$ cat config.mk
export PLATFORM = sky130hd
export DESIGN_NAME = gas_sensor_frame_parser_top
export DESIGN_NICKNAME = d
export VERILOG_FILES = /design/src/rtl/core/gsfp_pkg.sv /design/src/rtl/core/gas_sensor_frame_parser_top.sv /design/src/rtl/core/gsfp_parse.sv
export SDC_FILE = /design/constraint.sdc
export NUM_CORES = 1
export LEC_CHECK = 0
export ABC_AREA = 1
export ABC_CLOCK_PERIOD_IN_PS = 2400
export BUFFER_PORTS_ARGS = -buffer_cell sky130_fd_sc_hd__buf_2
export CORE_MARGIN = 5
export CORE_UTILIZATION = 40
export DETAILED_ROUTE_END_ITERATION = 7
export MAX_ROUTING_LAYER = met4
export PLACE_DENSITY_LB_ADDON = 0.08
export SLEW_MARGIN = 20
export SYNTH_ARGS = -nofsm -noshare
export SYNTH_HDL_FRONTEND = slang
export SYNTH_HIERARCHICAL = 1
export SYNTH_SLANG_ARGS = --single-unit
$ cat constraint.sdc
create_clock -name i_clk -period 2.4 [get_ports i_clk]
set_input_delay 0.36 -clock i_clk [delete_from_list [all_inputs] [get_ports i_clk]]
set_output_delay 0.36 -clock i_clk [all_outputs]
set_load 0.03 [all_outputs]
$ cat src/rtl/core/gsfp_pkg.sv
// gsfp_pkg: shared constants and types for the gas sensor frame parser
// no dependencies; used by gsfp_parse, gas_sensor_frame_parser_top and the testbench
package gsfp_pkg;

    localparam int BYTE_W      = 8;
    localparam int VALUE_W     = 16;
    localparam int POS_W       = 4;
    localparam int PAYLOAD_N   = 6;
    localparam int PAYLOAD_IDX_W = 3;
    localparam int CFG_IDX_W   = 2;

    // reset values of the header registers
    localparam logic [BYTE_W-1:0] HDR_FIRST_RST  = 8'h2C;
    localparam logic [BYTE_W-1:0] HDR_SECOND_RST = 8'hE4;

    // frame byte positions (index of the next byte)
    localparam logic [POS_W-1:0] POS_HDR_FIRST  = 4'd0;
    localparam logic [POS_W-1:0] POS_HDR_SECOND = 4'd1;
    localparam logic [POS_W-1:0] POS_PAYLOAD_LO = 4'd2;
    localparam logic [POS_W-1:0] POS_CHECKSUM   = 4'd8;

    // configuration register indexes
    localparam logic [CFG_IDX_W-1:0] CFG_HDR_FIRST  = 2'd0;
    localparam logic [CFG_IDX_W-1:0] CFG_HDR_SECOND = 2'd1;

    // frame status codes
    localparam logic STATUS_GOOD     = 1'b0;
    localparam logic STATUS_CSUM_ERR = 1'b1;

    typedef struct packed {
        logic               valid;
        logic [VALUE_W-1:0] tvoc_raw;
        logic [VALUE_W-1:0] ch2o_raw;
        logic [VALUE_W-1:0] co2_ppm;
        logic               frame_status;
    } t_frame_result;

endpackage

$ cat src/rtl/core/gas_sensor_frame_parser_top.sv
// gas_sensor_frame_parser_top: nine-byte sensor frame parser, top level
// depends on gsfp_pkg and gsfp_parse
//
// Takes received serial bytes, one per input transaction, and parses frames of
// two header bytes (programmable, 0x2C and 0xE4 after reset), six payload bytes
// and an 8-bit additive checksum. Every completed frame gives one output
// transaction carrying the big-endian TVOC, CH2O and CO2 words and a status bit
// (0 checksum good, 1 checksum mismatch); header mismatches drop the byte
// silently and restart the search. The block accepts one byte per clock while
// no finished result is held back by the output: each byte is registered in an
// input register, then a single pass of compare and add logic updates the frame
// state and loads the output register when the byte closes a frame. Output
// stalls only hold back input when a finished result is still waiting. Header
// registers are written through the configuration channel (index 0 first
// header, index 1 second header, other indexes ignored), which is always ready
// and should be used while the parser is idle.
module gas_sensor_frame_parser_top (
    input  logic                            i_clk,
    input  logic                            i_rst_n,
    // byte input channel
    input  logic                            i_in_valid,
    output logic                            o_in_ready,
    input  logic [gsfp_pkg::BYTE_W-1:0]     i_rx_byte,
    // result channel
    output logic                            o_out_valid,
    input  logic                            i_out_ready,
    output logic [gsfp_pkg::VALUE_W-1:0]    o_tvoc_raw,
    output logic [gsfp_pkg::VALUE_W-1:0]    o_ch2o_raw,
    output logic [gsfp_pkg::VALUE_W-1:0]    o_co2_ppm,
    output logic                            o_frame_status,
    // configuration channel
    input  logic                            i_cfg_valid,
    output logic                            o_cfg_ready,
    input  logic [gsfp_pkg::CFG_IDX_W-1:0]  i_cfg_index,
    input  logic [gsfp_pkg::BYTE_W-1:0]     i_cfg_data
);
    import gsfp_pkg::*;

    // header registers
    logic [BYTE_W-1:0] r_hdr_first;
    logic [BYTE_W-1:0] r_hdr_second;

    // input register stage
    logic              r_in_valid;
    logic [BYTE_W-1:0] r_in_byte;

    // output register
    logic               r_out_valid;
    logic [VALUE_W-1:0] r_tvoc;
    logic [VALUE_W-1:0] r_ch2o;
    logic [VALUE_W-1:0] r_co2;
    logic               r_status;

    t_frame_result parse_res;
    logic          step;
    logic          load_out;

    // the held byte moves on unless it closes a frame while the output is full
    assign step     = r_in_valid && (!parse_res.valid || !r_out_valid || i_out_ready);
    assign load_out = step && parse_res.valid;

    assign o_in_ready  = !r_in_valid || step;
    assign o_cfg_ready = 1'b1;

    gsfp_parse u_parse (
        .i_clk        (i_clk),
        .i_rst_n      (i_rst_n),
        .i_step       (step),
        .i_byte       (r_in_byte),
        .i_hdr_first  (r_hdr_first),
        .i_hdr_second (r_hdr_second),
        .o_result     (parse_res)
    );

    // configuration writes
    always_ff @(posedge i_clk) begin
        if (!i_rst_n) begin
            r_hdr_first  <= HDR_FIRST_RST;
            r_hdr_second <= HDR_SECOND_RST;
        end else if (i_cfg_valid) begin
            unique case (i_cfg_index)
                CFG_HDR_FIRST:  r_hdr_first  <= i_cfg_data;
                CFG_HDR_SECOND: r_hdr_second <= i_cfg_data;
                default: ;      // unused index, write dropped
            endcase
        end
    end

    // input register
    always_ff @(posedge i_clk) begin
        if (!i_rst_n) begin
            r_in_valid <= 1'b0;
        end else if (o_in_ready) begin
            r_in_valid <= i_in_valid;
        end
    end

    always_ff @(posedge i_clk) begin
        if (o_in_ready && i_in_valid) begin
            r_in_byte <= i_rx_byte;
        end
    end

    // output register
    always_ff @(posedge i_clk) begin
        if (!i_rst_n) begin
            r_out_valid <= 1'b0;
        end else if (load_out) begin
            r_out_valid <= 1'b1;
        end else if (i_out_ready) begin
            r_out_valid <= 1'b0;
        end
    end

    always_ff @(posedge i_clk) begin
        if (load_out) begin
            r_tvoc   <= parse_res.tvoc_raw;
            r_ch2o   <= parse_res.ch2o_raw;
            r_co2    <= parse_res.co2_ppm;
            r_status <= parse_res.frame_status;
        end
    end

    assign o_out_valid    = r_out_valid;
    assign o_tvoc_raw     = r_tvoc;
    assign o_ch2o_raw     = r_ch2o;
    assign o_co2_ppm      = r_co2;
    assign o_frame_status = r_status;

endmodule

$ cat src/rtl/core/gsfp_parse.sv
// gsfp_parse: frame position tracking, running checksum and payload store
// depends on gsfp_pkg
module gsfp_parse (
    input  logic                          i_clk,
    input  logic                          i_rst_n,
    input  logic                          i_step,
    input  logic [gsfp_pkg::BYTE_W-1:0]   i_byte,
    input  logic [gsfp_pkg::BYTE_W-1:0]   i_hdr_first,
    input  logic [gsfp_pkg::BYTE_W-1:0]   i_hdr_second,
    output gsfp_pkg::t_frame_result       o_result
);
    import gsfp_pkg::*;

    logic [POS_W-1:0]         r_pos;
    logic [POS_W-1:0]         n_pos;
    logic [BYTE_W-1:0]        r_sum;
    logic [BYTE_W-1:0]        n_sum;
    logic [BYTE_W-1:0]        r_payload [PAYLOAD_N];
    logic                     payload_wr;
    logic [POS_W-1:0]         wr_off;
    logic [PAYLOAD_IDX_W-1:0] wr_idx;

    assign wr_off = r_pos - POS_PAYLOAD_LO;
    assign wr_idx = wr_off[PAYLOAD_IDX_W-1:0];

    always_comb begin
        n_pos      = r_pos;
        n_sum      = r_sum;
        payload_wr = 1'b0;
        priority if (r_pos == POS_HDR_FIRST) begin
            if (i_byte == i_hdr_first) begin
                n_sum = i_byte;
                n_pos = POS_HDR_SECOND;
            end
        end else if (r_pos == POS_HDR_SECOND) begin
            if (i_byte == i_hdr_second) begin
                n_sum = r_sum + i_byte;
                n_pos = POS_PAYLOAD_LO;
            end else begin
                n_pos = POS_HDR_FIRST;
            end
        end else if (r_pos < POS_CHECKSUM) begin
            payload_wr = 1'b1;
            n_sum      = r_sum + i_byte;
            n_pos      = r_pos + 1'b1;
        end else begin
            // checksum byte, or an unreachable position
            n_pos = POS_HDR_FIRST;
        end
    end

    // result is offered whenever the next byte closes a frame
    always_comb begin
        o_result.valid        = (r_pos == POS_CHECKSUM);
        o_result.tvoc_raw     = {r_payload[0], r_payload[1]};
        o_result.ch2o_raw     = {r_payload[2], r_payload[3]};
        o_result.co2_ppm      = {r_payload[4], r_payload[5]};
        o_result.frame_status = (r_sum == i_byte) ? STATUS_GOOD : STATUS_CSUM_ERR;
    end

    always_ff @(posedge i_clk) begin
        if (!i_rst_n) begin
            r_pos <= POS_HDR_FIRST;
            r_sum <= '0;
        end else if (i_step) begin
            r_pos <= n_pos;
            r_sum <= n_sum;
        end
    end

    always_ff @(posedge i_clk) begin
        if (i_step && payload_wr) begin
            r_payload[wr_idx] <= i_byte;
        end
    end

endmodule

Yosys cells after proc, flatten, opt, wreduce, memory -nomap -nowiden

Memory sizes are Yosys's and may differ from the RTL's. A register that Yosys moved wholly into a read port is not among the register bits.
Index checks and enable logic that the tools add are counted.

Bits of input ports: 23
Memories: 1
Output and inout bits: 52
Latch bits: 0
Bits in registers: 39
Memory bits (read-only): 0
Word-level logic and storage cells: 57
Bits in writable memories: 48

Memory list:

| name              | words | width | read ports | clocked after Yosys merged registers in | wr ports | RTL line         | text |
|---|---|---|---|---|---|---|---|
| u_parse.r_payload | 6     | 8     | 6          | 6                                       | 1        | gsfp_parse.sv:18 | `logic [BYTE_W-1:0] r_payload [PAYLOAD_N];` |

Reductions and logical operators: 18
Order comparisons: 1
Div/mod/pow operators: 0
Bitwise logic cells: 0
Shift operators: 0
Add/sub/neg operators: 3
Equal/unequal tests: 8
Multiplexer cells: 18
Multiply operators: 0

Operators with widths:

| operator                                               | count |
|---|---|
| 2-to-1 mux 8 bit                                       | 5 |
| equality test 8 bit                                    | 3 |
| 2-to-1 mux 4 bit                                       | 4 |
| adder 8 bit                                            | 1 |
| 2-to-1 mux 1 bit                                       | 8 |
| AND reduction 2 bit                                    | 3 |
| adder 4 x 1 -> 4 bit (second input constant)           | 1 |
| equality test 4 x 1 -> 1 bit (second input constant)   | 1 |
| equality test 4 bit (second input constant)            | 1 |
| logical AND 1 bit                                      | 4 |
| logical NOT 4 bit                                      | 1 |
| < comparator 4 bit (second input constant)             | 1 |
| AND reduction 4 bit                                    | 1 |
| logical NOT 1 bit                                      | 3 |
| logical OR 1 bit                                       | 3 |
| inequality test 3 x 2 -> 1 bit (second input constant) | 1 |
| nonzero test 3 bit                                     | 1 |
| subtractor 3 x 2 -> 3 bit (second input constant)      | 1 |
| equality test 2 x 1 -> 1 bit (second input constant)   | 1 |
| logical NOT 2 bit                                      | 1 |
| 2-to-1 mux 2 bit                                       | 1 |
| inequality test 2 bit (second input constant)          | 1 |
| nonzero test 2 bit                                     | 1 |

Longest topological paths before layout

Depth after elaboration: 8
Mapped depth: 13
Mapped depth without buffers: 13

By module

The synthesis kept the hierarchy.

Modules (own cells, without submodules):

| module                      | instances | area each (um^2) | sequential area each (um^2) | cells an instance |
|---|---|---|---|---|
| gsfp_parse                  | 1         | 2736.4           | 1681.6                      | 268 |
| gas_sensor_frame_parser_top | 1         | 2488.6           | 2072.0                      | 169 |

Least setup slack after synthesis

No wires, ideal clock.

Path kind: reg-to-reg
Start: reg u_parse.r_pos[0]
End: mem u_parse.r_payload[5][0] (enable)
Setup slack: -0.040 ns
Stages on the path, launching flop included: 8
Period minus slack after synthesis: 2.440 ns
Arrival: 2.054 ns
Setup time: 0.386 ns
Required time: 2.014 ns
Path buffers: 0
Cell sequence: dfxtp_1 -> inv_1 -> ha_1 -> nand2_1 -> nor2_1 -> a31oi_1 -> nand4_1 -> nor3_1

RTL lines:

| item                     | RTL line         | text |
|---|---|---|
| start: declaration       | gsfp_parse.sv:14 | `logic [POS_W-1:0] r_pos;` |
| start signal: assignment | gsfp_parse.sv:66 | `r_pos <= n_pos;` |
| end: declaration         | gsfp_parse.sv:18 |  |

==> key figures <==
Timing
  • Normalized max-slew margin: 0.646
  • RSZ-0062 raised after global routing: false
  • Final setup vio count: 0
  • Final period util: 0.916
  • Tmin final: about 2.2 ns
  • Slew @ Worst Pin: around 0.53 ns
  • Max frequency: about 0.45 GHz
  • Skew final: 0.00476 ns
  • Max Slew Vio Count: 0
  • Final setup TNS: 0 ns
  • Worst setup margin: 0.201 ns
  • Final Hold Viols: 0

CTS
  • TritonCTS buffer count: 17
  • # H-tree levels: 4
  • Root Driver: clkbuf_16
  • Clock transition at path regs: ~0.050 ns
  • Post-CTS resize count: 0
  • # clock sinks: between 100 and 150
  • CTS tree: done
  • Longest Clk Path Bufs: 2
  • Clk_lat worst skew: between 0.4 and 0.5 ns

Run
  • MaxCap Viol Count: 0

Setup path
  • Cell family with most CP delay: buffers and inverters
  • Crit path kind: register to register
  • Slowest CP cell: dfxtp_1
  • Cell repeated most along the worst path: buf_4
  • Reg2reg path depth: 9
  • Critical-path cell list: inv_1 > ha_1 > nand2_1 > nor2_1 > a31oi_1 > nand4_1 > buf_4 > nor3_1 > buf_4
  • Crit path largest cell delay: around 0.43 ns
  • R2R Path Start: u_parse/r_pos[0]
  • R2R Setup Slk: between 0.2 and 0.25 ns
  • Worst path bufs/invs: 3
  • CP arrival: roughly 2.3 ns
  • CP Data Required Time: 2.52 ns
  • RR Endpoint: u_parse/r_payload[2][4]
  • CP Launch Type: register
  • Largest fanout on the critical path: 8
  • Crit. End Element: register

Placed design
  • # port buffers: 73
  • Global placer's final weighted congestion: 0.881
  • DP HPWL: a little over 7000 um
  • DP Worst Slack: ~0.13 ns

Power and ir drop
  • Leak: 0.00261 uW
  • Peak supply drop: roughly 0.32 mV
  • Final Total Pwr: roughly 5200 uW
  • Pwr Density: 808 mW/mm^2

Route
  • DR vias/cell: 4.54
  • DRC errors left: 0
  • Routed Antenna Nets: 0
  • Routed length per instance: roughly 14 um
  • First-pass detailed-route iteration total: 4
  • Via count: approximately 3300
  • Iter 0 DRT Violations: 148
  • DRT Wirelength: roughly 10000 um

Global route
  • Vias in the first global route: 3283
  • Antenna violations before repair: 0
  • GR Overflow Total: 0
  • First-pass GRT wire length: about 17000 um
  • Total GRT Usage: 0.149
  • Largest net degree at the start of global routing: 50

Finish
  • Layout cells sized above 1: 0.237
  • Final core utilization: 0.507
  • Ant. Diodes: 0
  • Most common cell after layout, fill and taps aside: edfxtp_1
  • Layout net count: around 570
  • Most frequent cells in the layout: 105 x edfxtp_1, 100 x nand2_1, 73 x buf_2
  • Area Overhead vs Synth: 23.5%
  • Filler cells: between 1000 and 1500

Die
  • Die area: about 0.015 mm^2
  • Chip Width: between 100 and 150 um
  • Std cell rows: a little over 40
  • Core Region: 0.0127 mm^2
  • Die Y: between 100 and 150 um
  • # IOs: 75
  • Starting density of the core: 0.411

Yosys
  • Number of enable flip-flop cells after synthesis: about 110
  • FFs w/ async S/R, synth: 0
  • Flops & latches, synth: ~140
  • Register area share after synthesis: 0.718
  • Yosys warns: 6
  • Mapped Cells: roughly 440
  • Synth Flop Type: edfxtp_1
  • Post-Syn Nets: roughly 470
  • Post-synthesis cell type count: 29
  • Synthesized area: 0.00523 mm^2
  • Syn_area_per_cell: ~12 um^2

Outcome
  • Outcome: finished clean

Min path
  • Hold depth: 1
  • Hold path startpoint: i_rx_byte[5]
  • Hold path endpoint: r_in_byte[5]
  • Hold WC Path Type: primary input to register
## state kept, by name, indices dropped and copies added (netlist names)
signal / flops
u_parse/r_sum: 8
o_tvoc_raw: 16
u_parse/r_payload: 48
r_hdr_first: 8
r_in_valid: 1
o_ch2o_raw: 16
o_co2_ppm: 16
u_parse/r_pos: 4
o_frame_status: 1
r_in_byte: 8
r_hdr_second: 8
o_out_valid: 1
## metrics by stage
stage	hold WS, ns	std cells	area (um^2)
global route	0.106	721	6450
floorplan	0.400	437	5230
CTS	0.107	720	6450
finish	0.128	721	6450
global placement	0.404	689	5890
detailed placement	0.405	689	5890
## cells by family after synthesis
| logic type | Yosys count | synth area share |
|---|---|---|
| compound gates | 29 | 0.0302 |
| xor+xnor | 15 | 0.0251 |
| fa+ha+maj | 11 | 0.0278 |
| buf+inv | 56 | 0.0450 |
| flops | 135 | 0.718 |
| other cells | 1 | 0.000718 |
| simple gates | 190 | 0.153 |
## worst register-to-register path: cells and delay by family, from the launching register on
kind / cells / cell delay, ns
simple gates: 4 / 0.46
fa+ha+maj: 1 / 0.24
buf+inv: 3 / 0.47
flops: 1 / 0.43
compound gates: 1 / 0.31
## final cells by class
type                    count  area [um^2]  share of cell area
repair buffers             91          513              0.0795
well taps                 172          215              0.0333
inverters                  46          173              0.0267
clock buffers              17          425              0.0659
multi-input cells         246         1240               0.192
flip-flops and latches    135         3750               0.582
clock inverters            14          134              0.0207
## cells in the mapped netlist (all sizes together) (2+ instances only)
| master | number | area [um^2] |
|---|---|---|
| xnor2 | 13 | 114 |
| inv | 46 | 173 |
| nor3 | 7 | 35.0 |
| nor2 | 47 | 194 |
| nand4 | 6 | 37.5 |
| a21oi | 13 | 65.1 |
| nand3 | 25 | 125 |
| nand2 | 103 | 394 |
| buf | 10 | 62.6 |
| a31oi | 3 | 18.8 |
| ha | 10 | 125 |
| dfxtp | 30 | 601 |
| xor2 | 2 | 17.5 |
| o21ai | 10 | 50.1 |
| edfxtp | 105 | 3150 |
## what timing repair did
| item | in CTS | in global routing |
|---|---|---|
| setup buffers | 0 | 1 |
| hold buffers | 0 | 0 |
| endpoints found under the setup margin | 0 | 48 |
## report_power, final
| group | internal [uW] | total [uW] | leakage, uW | switching, uW |
|---|---|---|---|---|
| sequential | 2540 | 2580 | 0.00119 | 41.1 |
| combinational | 84.5 | 213 | 0.00116 | 129 |
| clock | 1510 | 2420 | 0.000264 | 916 |
## worst max-delay path by stage
stage | startpoint | endpoint | slack, ns | depth (start not counted)
2_1_floorplan | u_parse/r_pos[0] | u_parse/r_payload[0][0] | -0.02 | 7
3_3_place_gp | u_parse/r_pos[0] | u_parse/r_payload[2][0] | 0.16 | 8
3_5_place_dp | u_parse/r_pos[0] | u_parse/r_payload[2][4] | 0.13 | 8
4_1_cts | u_parse/r_pos[0] | u_parse/r_payload[2][4] | 0.11 | 8
5_1_grt | u_parse/r_pos[0] | u_parse/r_payload[0][3] | 0.01 | 9
6_report | u_parse/r_pos[0] | u_parse/r_payload[2][4] | 0.20 | 9
## per-layer routing
metal  vias to the layer above  GRT usage  part of all wire
met4                         0     0.0613             0.018
met2                        78      0.241              0.51
met3                        20     0.0493             0.049
met5                         -          -                 0
li1                       1666          -                 -
met1                      1507      0.172              0.43
Note: power is estimated with default switching activity, not from simulation.
